`src/design/asd_pkg.sv`:
```
// Shared types, constants and helpers for the ADC sample demux and statistics block.
// No dependencies; every other design file imports this package.
`default_nettype none

package asd_pkg;

   localparam int SAMPLE_BITS  = 24;
   localparam int SUM_W        = 40;
   localparam int CNT_W        = 16;
   localparam int CH_IDX_W     = 4;
   localparam int CH_CNT_W     = 5;
   localparam int OUT_CH_W     = 3;
   localparam int SHIFT_W      = 5;
   localparam int SHIFT_FIELDS = 8;
   localparam int NUM_CH_W     = 4;
   localparam int ROUNDS_W     = 16;
   localparam int SHIFTS_W     = SHIFT_FIELDS * SHIFT_W;
   localparam int CSR_IDX_W    = 2;
   localparam int CSR_DATA_W   = 40;
   localparam int QUEUE_DEPTH  = 2;

   localparam logic [CSR_IDX_W-1:0] CSR_NUM_CHANNELS = 2'd0;
   localparam logic [CSR_IDX_W-1:0] CSR_ROUNDS       = 2'd1;
   localparam logic [CSR_IDX_W-1:0] CSR_SHIFTS       = 2'd2;

   localparam logic KIND_SAMPLE = 1'b0;
   localparam logic KIND_REPORT = 1'b1;

   localparam logic signed [SAMPLE_BITS-1:0] HIGH_RESET = 24'sh800000;
   localparam logic signed [SAMPLE_BITS-1:0] LOW_RESET  = 24'sh7FFFFF;
   localparam logic signed [SUM_W:0]         SUM_MAX    = 41'sh007FFFFFFFFF;
   localparam logic signed [SUM_W:0]         SUM_MIN    = -41'sh008000000000;
   localparam logic [CNT_W-1:0]              CNT_MAX    = 16'hFFFF;

   typedef enum logic {
      BK_IDLE,
      BK_REPORT
   } back_state_type;

   typedef struct packed {
      logic [NUM_CH_W-1:0] num_channels;
      logic [ROUNDS_W-1:0] rounds;
      logic [SHIFTS_W-1:0] shifts;
   } cfg_type;

   typedef struct packed {
      logic                          clear;
      logic                          report;
      logic [CH_IDX_W-1:0]           ch;
      logic signed [SAMPLE_BITS-1:0] value;
   } work_type;

   typedef struct packed {
      logic                          kind;
      logic [OUT_CH_W-1:0]           channel;
      logic signed [SAMPLE_BITS-1:0] sample_value;
      logic signed [SAMPLE_BITS-1:0] high_value;
      logic signed [SAMPLE_BITS-1:0] low_value;
      logic signed [SUM_W-1:0]       sum_value;
      logic [CNT_W-1:0]              sample_count;
      logic                          last;
   } rsp_type;

   // zero counts as one, anything above the build limit is clipped to it
   function automatic logic [CH_CNT_W-1:0] active_channels(
      input logic [NUM_CH_W-1:0] num,
      input logic [CH_CNT_W-1:0] max_ch
   );
      logic [CH_CNT_W-1:0] n;
      n = {1'b0, num};
      if (n == '0) begin
         n = CH_CNT_W'(1);
      end
      if (n > max_ch) begin
         n = max_ch;
      end
      return n;
   endfunction

endpackage

`default_nettype wire

```
`src/design/asd_req_if.sv`:
```
// Input channel of the ADC sample demux: valid/ready plus one raw sample item.
// Depends on asd_pkg.
`default_nettype none

interface asd_req_if import asd_pkg::*; ();
   logic                   valid;
   logic                   ready;
   logic                   func;
   logic [SAMPLE_BITS-1:0] sample_bytes;
   logic                   packet_start;

   modport source (output valid, func, sample_bytes, packet_start, input ready);
   modport sink   (input valid, func, sample_bytes, packet_start, output ready);
endinterface

`default_nettype wire

```
`src/design/asd_rsp_if.sv`:
```
// Result channel of the ADC sample demux: valid/ready plus one sample or report item.
// Depends on asd_pkg.
`default_nettype none

interface asd_rsp_if import asd_pkg::*; ();
   logic                          valid;
   logic                          ready;
   logic                          kind;
   logic [OUT_CH_W-1:0]           channel;
   logic signed [SAMPLE_BITS-1:0] sample_value;
   logic signed [SAMPLE_BITS-1:0] high_value;
   logic signed [SAMPLE_BITS-1:0] low_value;
   logic signed [SUM_W-1:0]       sum_value;
   logic [CNT_W-1:0]              sample_count;
   logic                          last;

   modport source (output valid, kind, channel, sample_value, high_value, low_value,
                   sum_value, sample_count, last, input ready);
   modport sink   (input valid, kind, channel, sample_value, high_value, low_value,
                   sum_value, sample_count, last, output ready);
endinterface

`default_nettype wire

```
`src/design/adc_sample_demux_stats.sv`:
```
// Top level of the ADC sample demux with per-channel statistics: CSR registers,
// front end, work queue and statistics unit. Depends on asd_pkg and the two channel interfaces.
//
//   port       dir   handshake    item
//   req_chan   in    valid/ready  func, sample_bytes, packet_start
//   rsp_chan   out   valid/ready  sample result or channel report
//   csr_*      in    csr_wr_en    register write, no read-back
//
// One sample item per cycle while the queue has room; each gives a sample result via
// the queue entry and the registered result stage. A report round adds one report per
// active channel in the statistics unit, during which the two-entry queue fills and
// req_chan.ready drops. A clear item resets all channels and gives no result.
// Synchronous reset restores all statistics.
`default_nettype none

module adc_sample_demux_stats import asd_pkg::*; #(
   parameter int MAX_CHANNELS_P = 8
) (
   input  wire logic                  clock,
   input  wire logic                  reset,
   asd_req_if.sink                    req_chan,
   asd_rsp_if.source                  rsp_chan,
   input  wire logic                  csr_wr_en,
   input  wire logic [CSR_IDX_W-1:0]  csr_index,
   input  wire logic [CSR_DATA_W-1:0] csr_wdata
);

   cfg_type  cfg_ff, cfg_in;
   logic     q_push;
   work_type q_push_data;
   logic     q_full;
   logic     q_pop;
   logic     q_valid;
   work_type q_head;

   always_comb begin
      cfg_in = cfg_ff;
      if (csr_wr_en) begin
         unique case (csr_index)
            CSR_NUM_CHANNELS: cfg_in.num_channels = csr_wdata[NUM_CH_W-1:0];
            CSR_ROUNDS:       cfg_in.rounds       = csr_wdata[ROUNDS_W-1:0];
            CSR_SHIFTS:       cfg_in.shifts       = csr_wdata[SHIFTS_W-1:0];
            default: ;
         endcase
      end
   end

   always_ff @(posedge clock) begin
      if (reset) begin
         cfg_ff.num_channels <= NUM_CH_W'(1);
         cfg_ff.rounds       <= ROUNDS_W'(100);
         cfg_ff.shifts       <= '0;
      end else begin
         cfg_ff <= cfg_in;
      end
   end

   asd_front #(
      .MAX_CHANNELS_P (MAX_CHANNELS_P)
   ) u_front (
      .clock  (clock),
      .reset  (reset),
      .cfg    (cfg_ff),
      .req    (req_chan),
      .q_full (q_full),
      .q_push (q_push),
      .q_data (q_push_data)
   );

   asd_queue u_queue (
      .clock      (clock),
      .reset      (reset),
      .push       (q_push),
      .push_data  (q_push_data),
      .pop        (q_pop),
      .full       (q_full),
      .head_valid (q_valid),
      .head_data  (q_head)
   );

   asd_back #(
      .MAX_CHANNELS_P (MAX_CHANNELS_P)
   ) u_back (
      .clock        (clock),
      .reset        (reset),
      .num_channels (cfg_ff.num_channels),
      .q_valid      (q_valid),
      .q_data       (q_head),
      .q_pop        (q_pop),
      .rsp          (rsp_chan)
   );

endmodule

`default_nettype wire

```
`src/design/asd_front.sv`:
```
// Front end: accepts items, assigns channels, applies the per-channel shift and
// decides when a report round is due. Depends on asd_pkg and asd_req_if.
`default_nettype none

module asd_front import asd_pkg::*; #(
   parameter int MAX_CHANNELS_P = 8
) (
   input  wire logic     clock,
   input  wire logic     reset,
   input  wire cfg_type  cfg,
   asd_req_if.sink       req,
   input  wire logic     q_full,
   output logic          q_push,
   output work_type      q_data
);

   logic [CH_IDX_W-1:0] idx_ff, idx_in;
   logic [ROUNDS_W-1:0] round_ff, round_in;

   logic [CH_CNT_W-1:0]           nch;
   logic [CH_IDX_W-1:0]           idx_start;
   logic [CH_IDX_W-1:0]           cur;
   logic [CH_CNT_W-1:0]           nxt;
   logic                          wrap;
   logic [SHIFT_W-1:0]            sh_field;
   logic [SHIFT_W-1:0]            sh;
   logic signed [SAMPLE_BITS-1:0] samp;
   logic [SAMPLE_BITS-1:0]        mag;
   logic [SAMPLE_BITS-1:0]        shifted;
   logic signed [SAMPLE_BITS-1:0] value;
   logic [ROUNDS_W-1:0]           rounds;
   logic [ROUNDS_W-1:0]           rc_inc;
   logic                          report;
   logic                          accept;

   assign req.ready = !q_full;
   assign accept    = req.valid && !q_full;

   always_comb begin
      nch       = active_channels(cfg.num_channels, CH_CNT_W'(MAX_CHANNELS_P));
      idx_start = req.packet_start ? '0 : idx_ff;
      cur       = ({1'b0, idx_start} >= nch) ? '0 : idx_start;
      nxt       = {1'b0, cur} + CH_CNT_W'(1);
      wrap      = nxt >= nch;

      sh_field = '0;
      for (int k = 0; k < SHIFT_FIELDS; k++) begin
         if (int'(cur) == k) begin
            sh_field = cfg.shifts[k*SHIFT_W +: SHIFT_W];
         end
      end
      sh = (sh_field > SHIFT_W'(SAMPLE_BITS)) ? SHIFT_W'(SAMPLE_BITS) : sh_field;

      // truncate toward zero: negate, shift, negate back
      samp    = signed'(req.sample_bytes);
      mag     = samp[SAMPLE_BITS-1] ? SAMPLE_BITS'(-samp) : SAMPLE_BITS'(samp);
      shifted = mag >> sh;
      value   = samp[SAMPLE_BITS-1] ? signed'(SAMPLE_BITS'(-shifted)) : signed'(shifted);

      rounds = (cfg.rounds == '0) ? ROUNDS_W'(1) : cfg.rounds;
      rc_inc = round_ff + ROUNDS_W'(1);
      report = wrap && (rc_inc >= rounds);
   end

   always_comb begin
      idx_in   = idx_ff;
      round_in = round_ff;
      if (accept && !req.func) begin
         idx_in = wrap ? '0 : nxt[CH_IDX_W-1:0];
         if (wrap) begin
            round_in = report ? '0 : rc_inc;
         end
      end
   end

   always_comb begin
      q_push        = accept;
      q_data.clear  = req.func;
      q_data.report = report;
      q_data.ch     = cur;
      q_data.value  = value;
   end

   always_ff @(posedge clock) begin
      if (reset) begin
         idx_ff   <= '0;
         round_ff <= '0;
      end else begin
         idx_ff   <= idx_in;
         round_ff <= round_in;
      end
   end

endmodule

`default_nettype wire

```
`src/design/asd_queue.sv`:
```
// Two-entry queue of classified work between the front end and the statistics unit.
// Depends on asd_pkg.
`default_nettype none

module asd_queue import asd_pkg::*; (
   input  wire logic     clock,
   input  wire logic     reset,
   input  wire logic     push,
   input  wire work_type push_data,
   input  wire logic     pop,
   output logic          full,
   output logic          head_valid,
   output work_type      head_data
);

   localparam int PTR_W = $clog2(QUEUE_DEPTH);

   work_type             entry_ff [QUEUE_DEPTH];
   logic [PTR_W-1:0]     wr_ff, wr_in;
   logic [PTR_W-1:0]     rd_ff, rd_in;
   logic [PTR_W:0]       cnt_ff, cnt_in;
   logic                 do_push;
   logic                 do_pop;

   assign full       = cnt_ff == (PTR_W+1)'(QUEUE_DEPTH);
   assign head_valid = cnt_ff != '0;
   assign head_data  = entry_ff[rd_ff];
   assign do_push    = push && !full;
   assign do_pop     = pop && head_valid;

   always_comb begin
      wr_in  = do_push ? PTR_W'(wr_ff + PTR_W'(1)) : wr_ff;
      rd_in  = do_pop  ? PTR_W'(rd_ff + PTR_W'(1)) : rd_ff;
      cnt_in = cnt_ff + (PTR_W+1)'(do_push) - (PTR_W+1)'(do_pop);
   end

   always_ff @(posedge clock) begin
      if (do_push) begin
         entry_ff[wr_ff] <= push_data;
      end
   end

   always_ff @(posedge clock) begin
      if (reset) begin
         wr_ff  <= '0;
         rd_ff  <= '0;
         cnt_ff <= '0;
      end else begin
         wr_ff  <= wr_in;
         rd_ff  <= rd_in;
         cnt_ff <= cnt_in;
      end
   end

endmodule

`default_nettype wire

```
`src/design/asd_back.sv`:
```
// Statistics unit: per-channel high/low/sum/count, sample results and report rounds,
// behind a registered result stage. Depends on asd_pkg and asd_rsp_if.
`default_nettype none

module asd_back import asd_pkg::*; #(
   parameter int MAX_CHANNELS_P = 8
) (
   input  wire logic                clock,
   input  wire logic                reset,
   input  wire logic [NUM_CH_W-1:0] num_channels,
   input  wire logic                q_valid,
   input  wire work_type            q_data,
   output logic                     q_pop,
   asd_rsp_if.source                rsp
);

   localparam int IW = (MAX_CHANNELS_P > 1) ? $clog2(MAX_CHANNELS_P) : 1;

   back_state_type state_ff, state_in;

   logic signed [SAMPLE_BITS-1:0] high_ff  [MAX_CHANNELS_P];
   logic signed [SAMPLE_BITS-1:0] high_in  [MAX_CHANNELS_P];
   logic signed [SAMPLE_BITS-1:0] low_ff   [MAX_CHANNELS_P];
   logic signed [SAMPLE_BITS-1:0] low_in   [MAX_CHANNELS_P];
   logic signed [SUM_W-1:0]       sum_ff   [MAX_CHANNELS_P];
   logic signed [SUM_W-1:0]       sum_in   [MAX_CHANNELS_P];
   logic [CNT_W-1:0]              count_ff [MAX_CHANNELS_P];
   logic [CNT_W-1:0]              count_in [MAX_CHANNELS_P];

   logic [CH_IDX_W-1:0] rep_ff, rep_in;
   logic                rsp_valid_ff, rsp_valid_in;
   rsp_type             rsp_ff, rsp_in;

   logic [CH_CNT_W-1:0]           nch;
   logic                          out_free;
   logic [IW-1:0]                 wch;
   logic [IW-1:0]                 rch;
   logic                          rep_last;
   logic                          do_clear;
   logic                          do_sample;
   logic                          do_report;
   logic signed [SAMPLE_BITS-1:0] new_high;
   logic signed [SAMPLE_BITS-1:0] new_low;
   logic signed [SUM_W:0]         sum_wide;
   logic signed [SUM_W-1:0]       new_sum;
   logic [CNT_W-1:0]              new_count;

   assign nch      = active_channels(num_channels, CH_CNT_W'(MAX_CHANNELS_P));
   assign out_free = !rsp_valid_ff || rsp.ready;
   assign wch      = q_data.ch[IW-1:0];
   assign rch      = rep_ff[IW-1:0];
   assign rep_last = ({1'b0, rep_ff} + CH_CNT_W'(1)) == nch;

   // read-modify-write of the addressed channel
   always_comb begin
      new_high  = (q_data.value > high_ff[wch]) ? q_data.value : high_ff[wch];
      new_low   = (q_data.value < low_ff[wch]) ? q_data.value : low_ff[wch];
      sum_wide  = (SUM_W+1)'(sum_ff[wch]) + (SUM_W+1)'(q_data.value);
      if (sum_wide > SUM_MAX) begin
         new_sum = SUM_MAX[SUM_W-1:0];
      end else if (sum_wide < SUM_MIN) begin
         new_sum = SUM_MIN[SUM_W-1:0];
      end else begin
         new_sum = sum_wide[SUM_W-1:0];
      end
      new_count = (count_ff[wch] == CNT_MAX) ? CNT_MAX : count_ff[wch] + CNT_W'(1);
   end

   always_comb begin
      state_in = state_ff;
      unique case (state_ff)
         BK_IDLE: begin
            if (q_valid && !q_data.clear && out_free && q_data.report) begin
               state_in = BK_REPORT;
            end
         end
         BK_REPORT: begin
            if (out_free && rep_last) begin
               state_in = BK_IDLE;
            end
         end
         default: state_in = BK_IDLE;
      endcase
   end

   always_comb begin
      do_clear  = 1'b0;
      do_sample = 1'b0;
      do_report = 1'b0;
      unique case (state_ff)
         BK_IDLE: begin
            do_clear  = q_valid && q_data.clear;
            do_sample = q_valid && !q_data.clear && out_free;
         end
         BK_REPORT: begin
            do_report = out_free;
         end
         default: ;
      endcase
      q_pop = do_clear || do_sample;
   end

   always_comb begin
      for (int k = 0; k < MAX_CHANNELS_P; k++) begin
         high_in[k]  = high_ff[k];
         low_in[k]   = low_ff[k];
         sum_in[k]   = sum_ff[k];
         count_in[k] = count_ff[k];
         if (do_clear) begin
            high_in[k]  = HIGH_RESET;
            low_in[k]   = LOW_RESET;
            sum_in[k]   = '0;
            count_in[k] = '0;
         end
         if (do_sample && (wch == IW'(k))) begin
            high_in[k]  = new_high;
            low_in[k]   = new_low;
            sum_in[k]   = new_sum;
            count_in[k] = new_count;
         end
         if (do_report && (rch == IW'(k))) begin
            sum_in[k]   = '0;
            count_in[k] = '0;
         end
      end
   end

   always_comb begin
      rep_in       = rep_ff;
      rsp_in       = rsp_ff;
      rsp_valid_in = rsp.ready ? 1'b0 : rsp_valid_ff;
      if (do_sample) begin
         rep_in              = '0;
         rsp_valid_in        = 1'b1;
         rsp_in.kind         = KIND_SAMPLE;
         rsp_in.channel      = q_data.ch[OUT_CH_W-1:0];
         rsp_in.sample_value = q_data.value;
         rsp_in.high_value   = new_high;
         rsp_in.low_value    = new_low;
         rsp_in.sum_value    = new_sum;
         rsp_in.sample_count = new_count;
         rsp_in.last         = !q_data.report;
      end else if (do_report) begin
         rep_in              = rep_last ? '0 : rep_ff + CH_IDX_W'(1);
         rsp_valid_in        = 1'b1;
         rsp_in.kind         = KIND_REPORT;
         rsp_in.channel      = rep_ff[OUT_CH_W-1:0];
         rsp_in.sample_value = '0;
         rsp_in.high_value   = high_ff[rch];
         rsp_in.low_value    = low_ff[rch];
         rsp_in.sum_value    = sum_ff[rch];
         rsp_in.sample_count = count_ff[rch];
         rsp_in.last         = rep_last;
      end
   end

   always_ff @(posedge clock) begin
      rsp_ff <= rsp_in;
   end

   always_ff @(posedge clock) begin
      if (reset) begin
         state_ff     <= BK_IDLE;
         rep_ff       <= '0;
         rsp_valid_ff <= 1'b0;
         for (int k = 0; k < MAX_CHANNELS_P; k++) begin
            high_ff[k]  <= HIGH_RESET;
            low_ff[k]   <= LOW_RESET;
            sum_ff[k]   <= '0;
            count_ff[k] <= '0;
         end
      end else begin
         state_ff     <= state_in;
         rep_ff       <= rep_in;
         rsp_valid_ff <= rsp_valid_in;
         for (int k = 0; k < MAX_CHANNELS_P; k++) begin
            high_ff[k]  <= high_in[k];
            low_ff[k]   <= low_in[k];
            sum_ff[k]   <= sum_in[k];
            count_ff[k] <= count_in[k];
         end
      end
   end

   assign rsp.valid        = rsp_valid_ff;
   assign rsp.kind         = rsp_ff.kind;
   assign rsp.channel      = rsp_ff.channel;
   assign rsp.sample_value = rsp_ff.sample_value;
   assign rsp.high_value   = rsp_ff.high_value;
   assign rsp.low_value    = rsp_ff.low_value;
   assign rsp.sum_value    = rsp_ff.sum_value;
   assign rsp.sample_count = rsp_ff.sample_count;
   assign rsp.last         = rsp_ff.last;

`ifndef SYNTHESIS
   a_no_pop_in_report: assert property (@(posedge clock) disable iff (reset)
      state_ff == BK_REPORT |-> !q_pop)
      else $error("queue popped during a report round");

   a_sample_low_le_high: assert property (@(posedge clock) disable iff (reset)
      (rsp_valid_ff && rsp_ff.kind == KIND_SAMPLE) |-> (rsp_ff.low_value <= rsp_ff.high_value))
      else $error("sample result with low above high");

   a_sample_counted: assert property (@(posedge clock) disable iff (reset)
      (rsp_valid_ff && rsp_ff.kind == KIND_SAMPLE) |-> (rsp_ff.sample_count != '0))
      else $error("sample result with zero count");

   a_report_ends: assert property (@(posedge clock) disable iff (reset)
      (state_ff == BK_REPORT && out_free && rep_last) |=>
         (state_ff == BK_IDLE && rsp_valid_ff && rsp_ff.last && rsp_ff.kind == KIND_REPORT))
      else $error("report round did not close with a last report");
`endif

endmodule

`default_nettype wire
```
`src/flat_wrapper.sv`:
```
// flat-port wrapper written by rule: the top's interface ports become plain ports
module adc_sample_demux_stats_flat import asd_pkg::*;
#(
   parameter int MAX_CHANNELS_P = 8
)
  (clock, reset, csr_wr_en, csr_index, csr_wdata, req_chan_valid, req_chan_func, req_chan_sample_bytes, req_chan_packet_start, req_chan_ready, rsp_chan_valid, rsp_chan_kind, rsp_chan_channel, rsp_chan_sample_value, rsp_chan_high_value, rsp_chan_low_value, rsp_chan_sum_value, rsp_chan_sample_count, rsp_chan_last, rsp_chan_ready);
  asd_req_if req_chan_i ();
  asd_rsp_if rsp_chan_i ();
  input  wire logic clock;
  input  wire logic reset;
  input  wire logic csr_wr_en;
  input  wire logic [CSR_IDX_W-1:0] csr_index;
  input  wire logic [CSR_DATA_W-1:0] csr_wdata;
  input wire logic [$bits(req_chan_i.valid)-1:0] req_chan_valid;
  input wire logic [$bits(req_chan_i.func)-1:0] req_chan_func;
  input wire logic [$bits(req_chan_i.sample_bytes)-1:0] req_chan_sample_bytes;
  input wire logic [$bits(req_chan_i.packet_start)-1:0] req_chan_packet_start;
  output wire logic [$bits(req_chan_i.ready)-1:0] req_chan_ready;
  output wire logic [$bits(rsp_chan_i.valid)-1:0] rsp_chan_valid;
  output wire logic [$bits(rsp_chan_i.kind)-1:0] rsp_chan_kind;
  output wire logic [$bits(rsp_chan_i.channel)-1:0] rsp_chan_channel;
  output wire logic [$bits(rsp_chan_i.sample_value)-1:0] rsp_chan_sample_value;
  output wire logic [$bits(rsp_chan_i.high_value)-1:0] rsp_chan_high_value;
  output wire logic [$bits(rsp_chan_i.low_value)-1:0] rsp_chan_low_value;
  output wire logic [$bits(rsp_chan_i.sum_value)-1:0] rsp_chan_sum_value;
  output wire logic [$bits(rsp_chan_i.sample_count)-1:0] rsp_chan_sample_count;
  output wire logic [$bits(rsp_chan_i.last)-1:0] rsp_chan_last;
  input wire logic [$bits(rsp_chan_i.ready)-1:0] rsp_chan_ready;
  assign req_chan_i.valid = req_chan_valid;
  assign req_chan_i.func = req_chan_func;
  assign req_chan_i.sample_bytes = req_chan_sample_bytes;
  assign req_chan_i.packet_start = req_chan_packet_start;
  assign req_chan_ready = req_chan_i.ready;
  assign rsp_chan_valid = rsp_chan_i.valid;
  assign rsp_chan_kind = rsp_chan_i.kind;
  assign rsp_chan_channel = rsp_chan_i.channel;
  assign rsp_chan_sample_value = rsp_chan_i.sample_value;
  assign rsp_chan_high_value = rsp_chan_i.high_value;
  assign rsp_chan_low_value = rsp_chan_i.low_value;
  assign rsp_chan_sum_value = rsp_chan_i.sum_value;
  assign rsp_chan_sample_count = rsp_chan_i.sample_count;
  assign rsp_chan_last = rsp_chan_i.last;
  assign rsp_chan_i.ready = rsp_chan_ready;
  adc_sample_demux_stats #(.MAX_CHANNELS_P(MAX_CHANNELS_P)) u_core (.clock(clock), .reset(reset), .req_chan(req_chan_i), .rsp_chan(rsp_chan_i), .csr_wr_en(csr_wr_en), .csr_index(csr_index), .csr_wdata(csr_wdata));
endmodule
```
`config.mk`:
```
export PLATFORM = sky130hd
export DESIGN_NAME = adc_sample_demux_stats_flat
export DESIGN_NICKNAME = d
export VERILOG_FILES = /design/src/design/asd_pkg.sv /design/src/design/asd_req_if.sv /design/src/design/asd_rsp_if.sv /design/src/design/adc_sample_demux_stats.sv /design/src/design/asd_front.sv /design/src/design/asd_queue.sv /design/src/design/asd_back.sv /design/src/flat_wrapper.sv
export SDC_FILE = /design/constraint.sdc
export NUM_CORES = 2
export LEC_CHECK = 0
export BUFFER_PORTS_ARGS = -buffer_cell sky130_fd_sc_hd__buf_4
export CAP_MARGIN = 20
export CORE_ASPECT_RATIO = 1.25
export CORE_MARGIN = 2
export CORE_UTILIZATION = 35
export DETAILED_ROUTE_END_ITERATION = 16
export SLEW_MARGIN = 5
export SYNTH_ARGS = -nofsm -noshare
export SYNTH_HDL_FRONTEND = slang
export SYNTH_SLANG_ARGS = --single-unit
```
`constraint.sdc`:
```
create_clock -name clock -period 9.79 [get_ports clock]
set_input_delay 2.4475 -clock clock [delete_from_list [all_inputs] [get_ports clock]]
set_output_delay 2.4475 -clock clock [all_outputs]
set_load 0.02 [all_outputs]
```
Word-level counts from Yosys, hierarchy flattened
Memories as Yosys holds them, arrays and structs flattened. A register that Yosys moved wholly into a read port is not among the register bits.
Cells that the tools add are included.
Cells by class
  $add $sub $neg: 12
  $mul: 0
  div/mod/pow operators: 0
  magnitude comparators: 9
  equal/unequal tests: 42
  shift-type cells: 1
  muxes and demuxes: 162
  bitwise logic cells: 33
  reduce and logical (&&, ||, !) cells: 63
Operators with widths (number)
  2-to-1 mux 40 bit: 34
  2-to-1 mux 24 bit: 52
  2-to-1 mux 16 bit: 35
  2-to-1 mux 132 bit: 2
  negator 24 bit: 2
  2-to-1 mux 5 bit: 9
  adder 40 x 24 -> 41 bit: 1
  > comparator 41 x 40 -> 1 bit, second input constant: 1
  < comparator 41 x 40 -> 1 bit, second input constant: 1
  AND reduction 2 bit: 20
  adder 16 x 1 -> 16 bit, second input constant: 2
  bitwise OR 1 bit: 32
  logical AND 1 bit: 26
  equality test 3 bit, second input constant: 8
  > comparator 24 bit: 1
  < comparator 24 bit: 1
  2-to-1 mux 3 bit: 8
  2-to-1 mux 4 bit: 6
  != test 3 bit, second input constant: 8
  >> shifter 24 x 5 -> 24 bit: 1
  equality test 16 bit, second input constant: 1
  equality test 4 bit, second input constant: 4
  >= comparator 16 bit: 1
  logical NOT 16 bit: 1
  other kinds (28): 65
Word-level totals
  bits in registers: 223
  latch bits: 0
  memory bits (writable): 892
  bits in read-only memories: 0
  input port bits: 73
  word-level logic and storage cells: 346
  memories: 5
Memory list
  u_core.u_back.sum_ff: depth 8, bits a word 40, rd ports 2, clocked after memory_dff 1, write ports 8, line asd_back.sv:25  | logic signed [SUM_W-1:0] sum_ff [MAX_CHANNELS_P];
  u_core.u_back.high_ff: depth 8, bits a word 24, rd ports 2, clocked after memory_dff 1, write ports 8, line asd_back.sv:21  | logic signed [SAMPLE_BITS-1:0] high_ff [MAX_CHANNELS_P];
  u_core.u_back.low_ff: depth 8, bits a word 24, rd ports 2, clocked after memory_dff 1, write ports 8, line asd_back.sv:23  | logic signed [SAMPLE_BITS-1:0] low_ff [MAX_CHANNELS_P];
  u_core.u_back.count_ff: depth 8, bits a word 16, rd ports 2, clocked after memory_dff 1, write ports 8, line asd_back.sv:27  | logic [CNT_W-1:0] count_ff [MAX_CHANNELS_P];
  u_core.u_queue.entry_ff: depth 2, bits a word 30, rd ports 1, clocked after memory_dff 1, write ports 1, line asd_queue.sv:18  | work_type entry_ff [QUEUE_DEPTH];

Depth between registers and ports, before layout
  depth in word-level cells: 20
  depth in mapped cells: 28
  gate-level depth less buffers: 24

Cells and area by module
From an unflattened synthesis, not the netlist that was laid out.
Second synthesis, totals
  cell total of the unflattened synthesis: 4914
  area total of the unflattened synthesis: 62732.7 um^2
Modules (own cells, without submodules)
  asd_back: instances 1, cells each 3761, area each 52183.8 um^2, seq. area each 29148.0 um^2
  asd_front: instances 1, cells each 785, area each 5575.3 um^2, seq. area each 400.4 um^2
  adc_sample_demux_stats: instances 1, cells each 248, area each 2582.5 um^2, seq. area each 1201.2 um^2
  asd_queue: instances 1, cells each 120, area each 2391.0 um^2, seq. area each 1901.8 um^2

Least setup slack after synthesis
Ideal clock, no wire load.
  kind: input-to-reg
  from: in rsp_chan_ready
  to: mem u_core.u_back.count_ff[0][0] (enable)
  data arrival time: 8.081 ns
  data required time: 9.378 ns
  path slack: 1.297 ns
  stages on the path: 5
  path buffers: 0
  cells stage by stage: nor2b_1 nor3_1 nand3_1 o21ai_0 a21o_1
RTL lines
  start: declaration: line flat_wrapper.sv:28  | input wire logic [$bits(rsp_chan_i.ready)-1:0] rsp_chan_ready;
  end: declaration: line asd_back.sv:27

==> qor.yml <==
status: "finished clean"
synth_ff_type: "edfxtp_1"
start_kind: "input port"
rows: 170
utilization: 0.400
ys_warn_count: 0
cts_sinks: 1117
final.fill_count: 16100
ctsHoldBuffers: 0
grt_overflow: 0
postRouteAntennaNets: 0
p_leak_nw: 23.7
syn_area_um2: 60200
nets: 5173
ys_seq_elements: 1117
drive_above_1_share: 0.209
vias_per_cell: 5.84
synth-edff-count: 1022
synth_fp_nets: 5054
min_period_ns: 8.31
postCtsSetupRepairBufs: 0
synth_seq_area_share: 0.541
gr-usage-all-layers: 0.219
vdd_drop_max_v: 0.000213
cts_max_path_buffers: 3
relSlewSlack: 0.233
syn_inst: 4853
die-width_um: 375
synthArstFlopShare: 0
fp.dieArea_um2: 175000
period_share: 0.849
wl_mm: 195
grt_max_degree: 132
slowest_stage: "a21oi_1"
vias: 42700
portBuffers: 207
clkTransAtPathRegs_ns: 0.06
max_stage_delay_ns: 0.96
path_class: "in -> reg"
fin_tns_setup_ns: 0
rsz0062_at_grt: "false"
drv_slew: 0
num_io_pins: 208
hold_viol: 0
initialDrtViolationCount: 4422
grt_pass1_wl_mm: 285
first_pass_iters: 7
htreeDepth: 3
start_util: 0.352
worst-slew-pin-transition_ns: 1.13
endpoint_kind: "flip-flop"
wl_per_cell_um: 26.7
dp.cells: 7087
crit_family: "compound AO/OA/AOI/OAI gates"
antenna_found_initial: 7
cts_root_buffer: "clkbuf_16"
cp_num_buf_inv: 3
dpl_cell_area_um2: 64700
cts_tree: "yes"
clkLatencyLatePin_ns: 0.79
hold_depth: 2
avgSynthCellArea_um2: 12.4
p_per_area_nw_per_um2: 295
ff2ff_setup_slack_ns: 2.00
dp_hpwl_mm: 118
min_from: "u_core.u_front.round_ff[5]"
fmax_mhz: 120
r2r_cells: 18
numCtsBuffers: 117
finClkSkew_ns: 0.0655
cp_max_fo: 20
hold_end: "u_core.u_front.round_ff[5]"
critPathRequiredTime_ns: 10.41
gp_congestion: 0.882
drc: 0
cts_resized: 0
core_area_um2: 171000
final_cell_area_um2: 68500
setup_viol: 0
worstPathArrival_ns: 8.93
synthDistinctLibCells: 90
hold_class: "reg -> reg"
max_cap_violations: 0
die_height_um: 468
path_cells: "buf_4 -> nand2b_1 -> ha_1 -> nand2b_1 -> a211o_1 -> a21o_1 -> or2_2 -> inv_1 -> ha_1 -> o21ai_0 -> a221oi_1 -> o32ai_2 -> a21oi_1 -> buf_4 -> nor2_1 -> o2bb2ai_1 -> a211o_1 -> nor4_4 -> nand4_1 -> or4_1 -> nand3_1"
reg2reg_to: "u_core.u_back.rsp.sum_value[0]"
finalNonFillerCells: 7311
area_growth_pct: 13.7
grt_pass1_vias: 42900
where the power goes:
part	internal, W	total, W	switching [W]
Combinational	0.00288	0.00890	0.00602
Sequential	0.00654	0.00696	0.000425
Clock	0.00239	0.00436	0.00197
through the flow:
stage | total power (W) | hold WS, ns | worst slack, ns
6_report | 0.0202 | 0.444 | 1.48
4_1_cts | 0.0202 | 0.447 | 1.59
2_1_floorplan | 0.0125 | 0.422 | 1.30
5_1_grt | 0.0212 | 0.478 | 1.00
3_5_place_dp | 0.0159 | 0.438 | 0.786
3_3_place_gp | 0.0157 | 0.431 | 0.727
cell usage in the layout (no fill, tap or decap), types with 16 or more instances in the layout:
| master | Yosys | routed |
|---|---|---|
| edfxtp_1 | 1022 | 1022 |
| nor2_1 | 781 | 779 |
| nand2_1 | 602 | 595 |
| mux4_2 | 413 | 413 |
| buf_4 | 2 | 324 |
| a21oi_1 | 267 | 266 |
| ha_1 | 127 | 127 |
| nor2b_1 | 120 | 120 |
| clkbuf_16 | 0 | 120 |
| a211oi_1 | 109 | 109 |
| mux2i_1 | 110 | 106 |
| dfxtp_1 | 95 | 91 |
| o21ai_0 | 94 | 86 |
| inv_1 | 78 | 78 |
| nand3_1 | 64 | 63 |
| xnor2_1 | 63 | 63 |
| mux2_2 | 60 | 57 |
| xor2_1 | 49 | 49 |
| a21o_1 | 49 | 44 |
| nand2b_1 | 43 | 43 |
| clkbuf_1 | 255 | 30 |
| nand4_1 | 25 | 25 |
| nor3_1 | 33 | 24 |
| clkinv_2 | 0 | 23 |
| a221oi_1 | 19 | 19 |
| o211ai_1 | 19 | 19 |
| a31oi_1 | 19 | 19 |
| clkinv_1 | 0 | 19 |
| or2_2 | 16 | 16 |
| o31ai_1 | 16 | 16 |
cells in the mapped netlist, types with 60 or more instances:
library cell	instances	area, um2
a211oi_1	109	818
a21oi_1	267	1340
buf_1	60	225
clkbuf_1	255	957
dfxtp_1	95	1900
edfxtp_1	1022	30700
ha_1	127	1590
inv_1	78	293
mux2_2	60	676
mux2i_1	110	1100
mux4_2	413	9300
nand2_1	602	2260
nand3_1	64	320
nor2_1	781	2930
nor2b_1	120	751
o21ai_0	94	470
xnor2_1	63	552
worst register-to-register path: stages (launching register included):
cell,delay (ns)
dfxtp_2,0.72
mux2_8,0.81
mux4_2,0.70
nand2_1,0.08
nand2_1,0.11
ha_1,0.38
a21o_1,0.18
a21o_1,0.18
a2111oi_0,0.58
o2bb2ai_1,0.28
o211ai_1,0.26
o211ai_1,0.27
a21oi_1,0.56
nand2_1,0.43
xnor2_1,0.28
nor2_2,0.42
buf_4,0.33
o21ai_1,0.26
o21ai_0,0.69
cell families (layout without fill, tap and decap cells):
kind of cell | count (synthesis) | after routing | synth area share
simple gates | 1765 | 1765 | 0.125
flops | 1117 | 1117 | 0.541
compound gates | 735 | 735 | 0.0799
fa+ha+maj | 130 | 130 | 0.0270
mux | 583 | 583 | 0.184
buf+inv | 410 | 629 | 0.0260
other cells | 0 | 3 | 0
xor+xnor | 113 | 113 | 0.0166
how the worst max path moves through the flow:
stage | endpoint | from | cells past startpoint
3_3_place_gp | u_core.u_queue.entry_ff[0][21] | req_chan_packet_start | 21
6_report | u_core.u_queue.entry_ff[0][19] | req_chan_packet_start | 21
3_5_place_dp | u_core.u_queue.entry_ff[1][21] | req_chan_packet_start | 21
5_1_grt | u_core.u_queue.entry_ff[0][21] | req_chan_packet_start | 21
2_1_floorplan | u_core.u_back.count_ff[0][0] | rsp_chan_ready | 5
4_1_cts | u_core.u_queue.entry_ff[0][19] | req_chan_packet_start | 21
flip-flops by register name (all words and copies together), names as in the netlist, 2 cells and up, named ones only:
register and count:
u_core.u_back.rep_ff 4, u_core.cfg_ff 60, u_core.u_back.rsp.low_value 24, u_core.u_back.high_ff 192, u_core.u_back.low_ff 192, u_core.u_front.round_ff 16, u_core.u_back.rsp.high_value 24, u_core.u_queue.entry_ff 58
u_core.u_back.rsp.channel 3, u_core.u_back.count_ff 128, u_core.u_front.idx_ff 4, u_core.u_queue.cnt_ff 2, u_core.u_back.rsp.sample_value 24, u_core.u_back.rsp.sample_count 16, u_core.u_back.sum_ff 320, u_core.u_back.rsp.sum_value 40
cell type report:
cell class | instances | area, um2 | area share
multi-input combinational | 3326 | 26500 | 0.387
tap | 2236 | 2800 | 0.0409
sequential | 1117 | 32600 | 0.476
inverter | 78 | 293 | 0.00428
clock buffer | 160 | 3230 | 0.0471
timing repair buffer | 332 | 2580 | 0.0376
antenna | 3 | 7.51 | 0.000110
clock inverter | 59 | 482 | 0.00704
metal layers:
layer / track usage / part of all wire / vias to the layer above
met5: 0 / 0.000061 / -
met4: 0.0791 / 0.035 / 2
met3: 0.0325 / 0.083 / 348
met2: 0.371 / 0.49 / 1954
met1: 0.285 / 0.40 / 21900
li1: - / - / 18500
(Power assumes the default switching activity.)
